File: src/design/aabb_pkg.sv
// ----------------------------------------------------------------------------
// aabb_pkg: shared types and constants for the box overlap unit
// transfer payloads for box pairs and overlap results, axis codes
// ----------------------------------------------------------------------------
package aabb_pkg;

    localparam int COORD_WIDTH = 32;
    localparam int HALF_WIDTH  = COORD_WIDTH - 1;
    localparam int TOL_WIDTH   = 16;
    localparam int AXIS_WIDTH  = 2;

    localparam logic [TOL_WIDTH-1:0] TOL_RESET = 16'd7;

    localparam logic [AXIS_WIDTH-1:0] AXIS_X = 2'd0;
    localparam logic [AXIS_WIDTH-1:0] AXIS_Y = 2'd1;
    localparam logic [AXIS_WIDTH-1:0] AXIS_Z = 2'd2;

    typedef struct packed {
        logic signed [COORD_WIDTH-1:0] a_center_x;
        logic signed [COORD_WIDTH-1:0] a_center_y;
        logic signed [COORD_WIDTH-1:0] a_center_z;
        logic [HALF_WIDTH-1:0]         a_half_x;
        logic [HALF_WIDTH-1:0]         a_half_y;
        logic [HALF_WIDTH-1:0]         a_half_z;
        logic signed [COORD_WIDTH-1:0] b_center_x;
        logic signed [COORD_WIDTH-1:0] b_center_y;
        logic signed [COORD_WIDTH-1:0] b_center_z;
        logic [HALF_WIDTH-1:0]         b_half_x;
        logic [HALF_WIDTH-1:0]         b_half_y;
        logic [HALF_WIDTH-1:0]         b_half_z;
    } box_pair_t;

    typedef struct packed {
        logic                          overlapping;
        logic [AXIS_WIDTH-1:0]         normal_axis;
        logic                          normal_negative;
        logic signed [COORD_WIDTH-1:0] depth;
    } overlap_result_t;

endpackage

File: src/design/aabb_overlap_min_axis_unit.sv
// an input transfer reaches the result transfer by passing through all five register stages
// throughput: one box pair per cycle while m_ready does not stall, set by the five register stages
//   (bounds, clamp and tolerance, depth and overlap test, axis pick, saturate)
// a stall on m_ready holds each stage whose successor is full; nothing is lost
// reset (aresetn low, synchronous): all stage valid bits clear, tolerance loads 7
// ----------------------------------------------------------------------------
// aabb_overlap_min_axis_unit: box overlap test with least penetration axis
// pipelined per-axis overlap test, depth, axis choice and saturated depth
// ----------------------------------------------------------------------------
module aabb_overlap_min_axis_unit (
    input  logic                             aclk,
    input  logic                             aresetn,
    input  logic                             cfg_wr_en,
    input  logic [aabb_pkg::TOL_WIDTH-1:0]   cfg_wr_data,
    input  logic                             s_valid,
    output logic                             s_ready,
    input  aabb_pkg::box_pair_t              s_data,
    output logic                             m_valid,
    input  logic                             m_ready,
    output aabb_pkg::overlap_result_t        m_data
);
    import aabb_pkg::*;

    localparam int W1 = COORD_WIDTH + 1;
    localparam int W2 = COORD_WIDTH + 2;

    logic [TOL_WIDTH-1:0] tol_reg;

    logic v1_reg, v2_reg, v3_reg, v4_reg, v5_reg;
    logic rdy2, rdy3, rdy4, rdy5;

    // stage 1: box bounds
    logic signed [COORD_WIDTH-1:0] ac [3];
    logic signed [COORD_WIDTH-1:0] bc [3];
    logic [HALF_WIDTH-1:0]         ah [3];
    logic [HALF_WIDTH-1:0]         bh [3];
    logic signed [W1-1:0] amin_next [3], amax_next [3], bmin_next [3], bmax_next [3];
    logic                 neg_next [3];
    logic signed [W1-1:0] amin1_reg [3], amax1_reg [3], bmin1_reg [3], bmax1_reg [3];
    logic                 neg1_reg [3];

    // stage 2: clamped interval and tolerance bounds
    logic signed [W2-1:0] tol_ext;
    logic signed [W1-1:0] lo_next [3], hi_next [3];
    logic signed [W2-1:0] bmint_next [3], bmaxt_next [3];
    logic signed [W1-1:0] lo2_reg [3], hi2_reg [3], amin2_reg [3], amax2_reg [3];
    logic signed [W2-1:0] bmint2_reg [3], bmaxt2_reg [3];
    logic                 neg2_reg [3];

    // stage 3: depth and overlap per axis
    logic signed [W2-1:0] d_next [3];
    logic [2:0]           ov_next;
    logic signed [W2-1:0] d3_reg [3];
    logic                 all3_reg;
    logic                 neg3_reg [3];

    // stage 4: axis pick
    logic [AXIS_WIDTH-1:0] axis_next;
    logic [AXIS_WIDTH-1:0] axis4_reg;
    logic signed [W2-1:0]  depth4_reg;
    logic                  neg4_reg;
    logic                  all4_reg;

    // stage 5: saturate and output
    overlap_result_t res_next;
    overlap_result_t res5_reg;

    assign rdy5    = !v5_reg || m_ready;
    assign rdy4    = !v4_reg || rdy5;
    assign rdy3    = !v3_reg || rdy4;
    assign rdy2    = !v2_reg || rdy3;
    assign s_ready = !v1_reg || rdy2;

    assign m_valid = v5_reg;
    assign m_data  = res5_reg;

    always_ff @(posedge aclk) begin
        if (!aresetn) begin
            tol_reg <= TOL_RESET;
        end else if (cfg_wr_en) begin
            tol_reg <= cfg_wr_data;
        end
    end

    always_ff @(posedge aclk) begin
        if (!aresetn) begin
            v1_reg <= 1'b0;
            v2_reg <= 1'b0;
            v3_reg <= 1'b0;
            v4_reg <= 1'b0;
            v5_reg <= 1'b0;
        end else begin
            if (s_ready) v1_reg <= s_valid;
            if (rdy2)    v2_reg <= v1_reg;
            if (rdy3)    v3_reg <= v2_reg;
            if (rdy4)    v4_reg <= v3_reg;
            if (rdy5)    v5_reg <= v4_reg;
        end
    end

    always_comb begin
        ac[0] = s_data.a_center_x;
        ac[1] = s_data.a_center_y;
        ac[2] = s_data.a_center_z;
        ah[0] = s_data.a_half_x;
        ah[1] = s_data.a_half_y;
        ah[2] = s_data.a_half_z;
        bc[0] = s_data.b_center_x;
        bc[1] = s_data.b_center_y;
        bc[2] = s_data.b_center_z;
        bh[0] = s_data.b_half_x;
        bh[1] = s_data.b_half_y;
        bh[2] = s_data.b_half_z;
        for (int i = 0; i < 3; i++) begin
            amin_next[i] = W1'(ac[i]) - $signed({2'b00, ah[i]});
            amax_next[i] = W1'(ac[i]) + $signed({2'b00, ah[i]});
            bmin_next[i] = W1'(bc[i]) - $signed({2'b00, bh[i]});
            bmax_next[i] = W1'(bc[i]) + $signed({2'b00, bh[i]});
            neg_next[i]  = ac[i] < bc[i];
        end
    end

    always_ff @(posedge aclk) begin
        if (s_ready) begin
            for (int i = 0; i < 3; i++) begin
                amin1_reg[i] <= amin_next[i];
                amax1_reg[i] <= amax_next[i];
                bmin1_reg[i] <= bmin_next[i];
                bmax1_reg[i] <= bmax_next[i];
                neg1_reg[i]  <= neg_next[i];
            end
        end
    end

    assign tol_ext = W2'(tol_reg);

    always_comb begin
        for (int i = 0; i < 3; i++) begin
            lo_next[i]    = (amin1_reg[i] > bmin1_reg[i]) ? amin1_reg[i] : bmin1_reg[i];
            hi_next[i]    = (amax1_reg[i] < bmax1_reg[i]) ? amax1_reg[i] : bmax1_reg[i];
            bmint_next[i] = W2'(bmin1_reg[i]) - tol_ext;
            bmaxt_next[i] = W2'(bmax1_reg[i]) + tol_ext;
        end
    end

    always_ff @(posedge aclk) begin
        if (rdy2) begin
            for (int i = 0; i < 3; i++) begin
                lo2_reg[i]    <= lo_next[i];
                hi2_reg[i]    <= hi_next[i];
                amin2_reg[i]  <= amin1_reg[i];
                amax2_reg[i]  <= amax1_reg[i];
                bmint2_reg[i] <= bmint_next[i];
                bmaxt2_reg[i] <= bmaxt_next[i];
                neg2_reg[i]   <= neg1_reg[i];
            end
        end
    end

    always_comb begin
        for (int i = 0; i < 3; i++) begin
            d_next[i]  = W2'(hi2_reg[i]) - W2'(lo2_reg[i]);
            ov_next[i] = (W2'(amax2_reg[i]) > bmint2_reg[i]) &&
                         (W2'(amin2_reg[i]) < bmaxt2_reg[i]);
        end
    end

    always_ff @(posedge aclk) begin
        if (rdy3) begin
            for (int i = 0; i < 3; i++) begin
                d3_reg[i]   <= d_next[i];
                neg3_reg[i] <= neg2_reg[i];
            end
            all3_reg <= &ov_next;
        end
    end

    // later axis wins a tie
    always_comb begin
        if (d3_reg[0] < d3_reg[1]) begin
            axis_next = (d3_reg[0] < d3_reg[2]) ? AXIS_X : AXIS_Z;
        end else begin
            axis_next = (d3_reg[1] < d3_reg[2]) ? AXIS_Y : AXIS_Z;
        end
    end

    always_ff @(posedge aclk) begin
        if (rdy4) begin
            axis4_reg <= axis_next;
            all4_reg  <= all3_reg;
            unique case (axis_next)
                AXIS_X: begin
                    depth4_reg <= d3_reg[0];
                    neg4_reg   <= neg3_reg[0];
                end
                AXIS_Y: begin
                    depth4_reg <= d3_reg[1];
                    neg4_reg   <= neg3_reg[1];
                end
                default: begin
                    depth4_reg <= d3_reg[2];
                    neg4_reg   <= neg3_reg[2];
                end
            endcase
        end
    end

    always_comb begin
        res_next = '0;
        if (all4_reg) begin
            res_next.overlapping     = 1'b1;
            res_next.normal_axis     = axis4_reg;
            res_next.normal_negative = neg4_reg;
            if (depth4_reg[W2-1:COORD_WIDTH-1] == '0 ||
                depth4_reg[W2-1:COORD_WIDTH-1] == '1) begin
                res_next.depth = depth4_reg[COORD_WIDTH-1:0];
            end else if (depth4_reg[W2-1]) begin
                res_next.depth = {1'b1, {(COORD_WIDTH-1){1'b0}}};
            end else begin
                res_next.depth = {1'b0, {(COORD_WIDTH-1){1'b1}}};
            end
        end
    end

    always_ff @(posedge aclk) begin
        if (rdy5) begin
            res5_reg <= res_next;
        end
    end

`ifndef SYNTH
    // a miss reports all-zero fields
    assert property (@(posedge aclk) disable iff (!aresetn)
        m_valid && !m_data.overlapping |->
            m_data.depth == '0 && m_data.normal_axis == AXIS_X && !m_data.normal_negative)
    else $error("non-overlapping result carries nonzero fields");

    assert property (@(posedge aclk) disable iff (!aresetn)
        m_valid |-> m_data.normal_axis <= AXIS_Z)
    else $error("normal axis out of range");

    // an occupied stage with an empty successor always advances (checked here for stage 3)
    assert property (@(posedge aclk) disable iff (!aresetn)
        v3_reg && !v4_reg |=> v4_reg)
    else $error("pipeline bubble failed to advance");

    assert property (@(posedge aclk)
        !aresetn |=> !m_valid && s_ready)
    else $error("pipeline not empty after reset");
`endif

endmodule
File: config.mk
export PLATFORM = sky130hd
export DESIGN_NAME = aabb_overlap_min_axis_unit
export DESIGN_NICKNAME = d
export VERILOG_FILES = /design/src/design/aabb_pkg.sv /design/src/design/aabb_overlap_min_axis_unit.sv
export SDC_FILE = /design/constraint.sdc
export NUM_CORES = 2
export LEC_CHECK = 0
export BUFFER_PORTS_ARGS = -buffer_cell sky130_fd_sc_hd__clkbuf_2
export CAP_MARGIN = 0
export CORE_MARGIN = 3
export CORE_UTILIZATION = 40
export DETAILED_ROUTE_END_ITERATION = 16
export SYNTH_ARGS = -nofsm -noshare
export SYNTH_HDL_FRONTEND = slang
export SYNTH_SLANG_ARGS = --single-unit
File: constraint.sdc
create_clock -name aclk -period 15.9 [get_ports aclk]
set_clock_uncertainty 0.2 [all_clocks]
set_input_delay 1.59 -clock aclk [delete_from_list [all_inputs] [get_ports aclk]]
set_output_delay 1.59 -clock aclk [all_outputs]
set_load 0.02 [all_outputs]
==> run metrics <==
Slew Viols, Final 0; Static Leak 0.0421 uW; Top FF cell, synth edfxtp_1; largest net degree at the start of global routing 161; post-DP HPWL 191000 um; Area growth syn-to-layout 11.7%; Worst IR Drop VDD 142 uV; worst hold path depth 0; CP Cell Sequence clkbuf_2, nor2b_1, and3_1, nand3_4, clkbuf_2; most frequent CP cell clkbuf_2; Post-Syn Area between 80000 and 90000 sq um; actual slew at the worst max-slew pin 1.20 ns; initial antenna violation count 5; dpl ws 9.97 ns; initial DRC count approximately 4500; Warnings, synthesis 0; synthesis-stage register bit count 1191; Synthesized Nets between 9000 and 10000; Tightest Hold Check Type flip-flop to flip-flop; clock latency on the worst-skew pair ~0.78 ns; Synth Area per Inst 10.4 sq um; CP max FO 55; startpoint type of the worst setup path input pin; f_max 0.184 GHz; Via Count 60100; CTS Sinks 1191; Worst Path Required 14.11 ns; Levels on crit path 5; CTS clk-pin slew, worst paths 0.06 ns; clk buf depth 3; Routed WL ~230000 um; number of top-level pins 437; P per Cell Area around 160 nW/um^2; Worst slew margin 20.0%; status finished clean; Tcrit/Tclk final 34.1%; Horiz. Die Dim 462 um; GP Congestion around 0.90; Worst path top cell family by delay simple AND/OR/NAND/NOR gates; global-route wire length before repair 352000 um; share of layout cells above drive strength 1 10.8%; crit end category output pin; critical path class input pin to output pin; htree depth 4; Die Ht 462 um; ANT nets after route 0; number of flops mapped to enable cells by yosys around 1200; Remaining DRCs 0; final setup violation count 0; RSZ-0062 raised after global routing false; Die ar. between 200000 and 250000 sq um; Post-CTS Setup Repair Bufs 0; number of global-route vias before repair 59300; drt pass-1 iters 6; Buffers on Ports 436; post-synthesis sequential area ratio 42.7%; core area 206000 sq um; post-synthesis cell type count 90; root buffer cell clkbuf_16; initial core utilization 40.4%; gr ovfl total 0; WL per Instance approximately 21 um; Slowest-stage cell, CP nand3_4; TNS Setup 0 ns; minimum clock period between 5 and 6 ns; CP bufs+invs 2; CTS Buf Count around 140; nets@finish approximately 10000; Syn Inst Count 7997; row cnt approximately 170; Async SR Flop Fraction 0%; Hold Fails Final Rpt 0; Arr. time, crit path 3.63 ns; Max-Cap Viols 0; GRT Overall Usage 21.6%; CTS tree built; vias per cell between 5 and 6; slowest cell delay on critical path between 0.6 and 0.7 ns; PnR worst setup slack 10.48 ns; R2R depth 13; post-CTS resize count 0; CTS hold repair buffers 0
-- cell usage in the layout, fill, tap and decap left out, drive strengths merged, types with 51 or more instances in the layout --
master,instances
a21o,300
nor2,563
nand2,221
clkbuf,593
a211oi,56
xor2,103
nor3,191
edfxtp,1170
nand2b,99
inv,1134
clkinv,67
a21oi,578
a31oi,51
o21bai,97
ha,1155
nand4,122
nor4,51
mux2,191
xnor2,472
nand3,116
nor2b,151
o21ai,303
o21a,85
-- where the power goes --
| group | switching [uW] | leakage [uW] | total, uW | internal, uW |
|---|---|---|---|---|
| Clock | 1320 | 0.00215 | 3120 | 1800 |
| Combinational | 3430 | 0.0273 | 5980 | 2550 |
| Sequential | 664 | 0.0126 | 5440 | 4770 |
| Total | 5410 | 0.0421 | 14500 | 9120 |
-- cells in the mapped netlist (all sizes together), types with 85 or more instances --
library cell | count | area [sq um]
edfxtp | 1170 | 35100
nand4 | 122 | 763
o21a | 85 | 638
nand2b | 99 | 619
mux2 | 191 | 2150
nor3 | 191 | 956
ha | 1155 | 14500
clkbuf | 150 | 563
xor2 | 103 | 902
a21oi | 578 | 2900
nor2b | 151 | 945
nand3 | 116 | 581
inv | 1128 | 4230
o21bai | 97 | 728
xnor2 | 472 | 4130
o21ai | 303 | 1520
a21o | 300 | 2250
nor2 | 563 | 2120
nand2 | 221 | 830
-- cell families (layout without fill, tap and decap cells) --
family	count (synthesis)	after routing	share of synthesized area [%]
compound gates	1830	1830	14.3
mux	213	213	2.85
fa+ha+maj	1176	1176	17.9
simple gates	1716	1716	10.2
other cells	0	2	0
buf+inv	1296	1855	5.90
flops	1191	1191	42.7
xor+xnor	575	575	6.05
-- area by class of cell --
type,instances,area [sq um]
fillers,19400,113000
clock inverters,90,866
diodes,2,5.00
well taps,2688,3360
multi-input cells,5510,42800
clock buffers,157,3550
flip-flops and latches,1191,35600
inverters,1128,4240
repair buffers,480,2540
-- layer usage --
metal	up-vias	global-route usage, %	wire [um]
met5	-	0	7
met4	2	7.37	8420
met3	359	2.21	10200
met2	1501	37.0	114000
met1	28600	28.4	103000
li1	29600	-	-
-- through the flow --
| step | cells | instance area (sq um) | total power, uW | utilization (%) | hold slack (ns) |
|---|---|---|---|---|---|
| global placement | 11000 | 88500 | 11300 | 43.0 | 0.211 |
| CTS | 11200 | 92900 | 14600 | 45.2 | 0.233 |
| global route | 11200 | 92900 | 15500 | 45.2 | 0.244 |
| detailed placement | 11000 | 88500 | 11400 | 43.0 | 0.218 |
| floorplan | 7997 | 83200 | 9470 | - | 0.200 |
| finish | 11200 | 92900 | 14500 | 45.2 | 0.230 |
-- final timing paths --
| kind | from | to | slack, ns |
|---|---|---|---|
| setup / recovery | m_ready | s_ready | 10.48 |
| hold / removal | neg2_reg[0][1] | neg3_reg[0][1] | 0.23 |
| setup reg to reg | tol_reg[1] | bmaxt2_reg[0][100] | 10.95 |
| hold reg to reg | neg2_reg[0][1] | neg3_reg[0][1] | 0.23 |
Note: power is estimated with default switching activity, not from simulation.
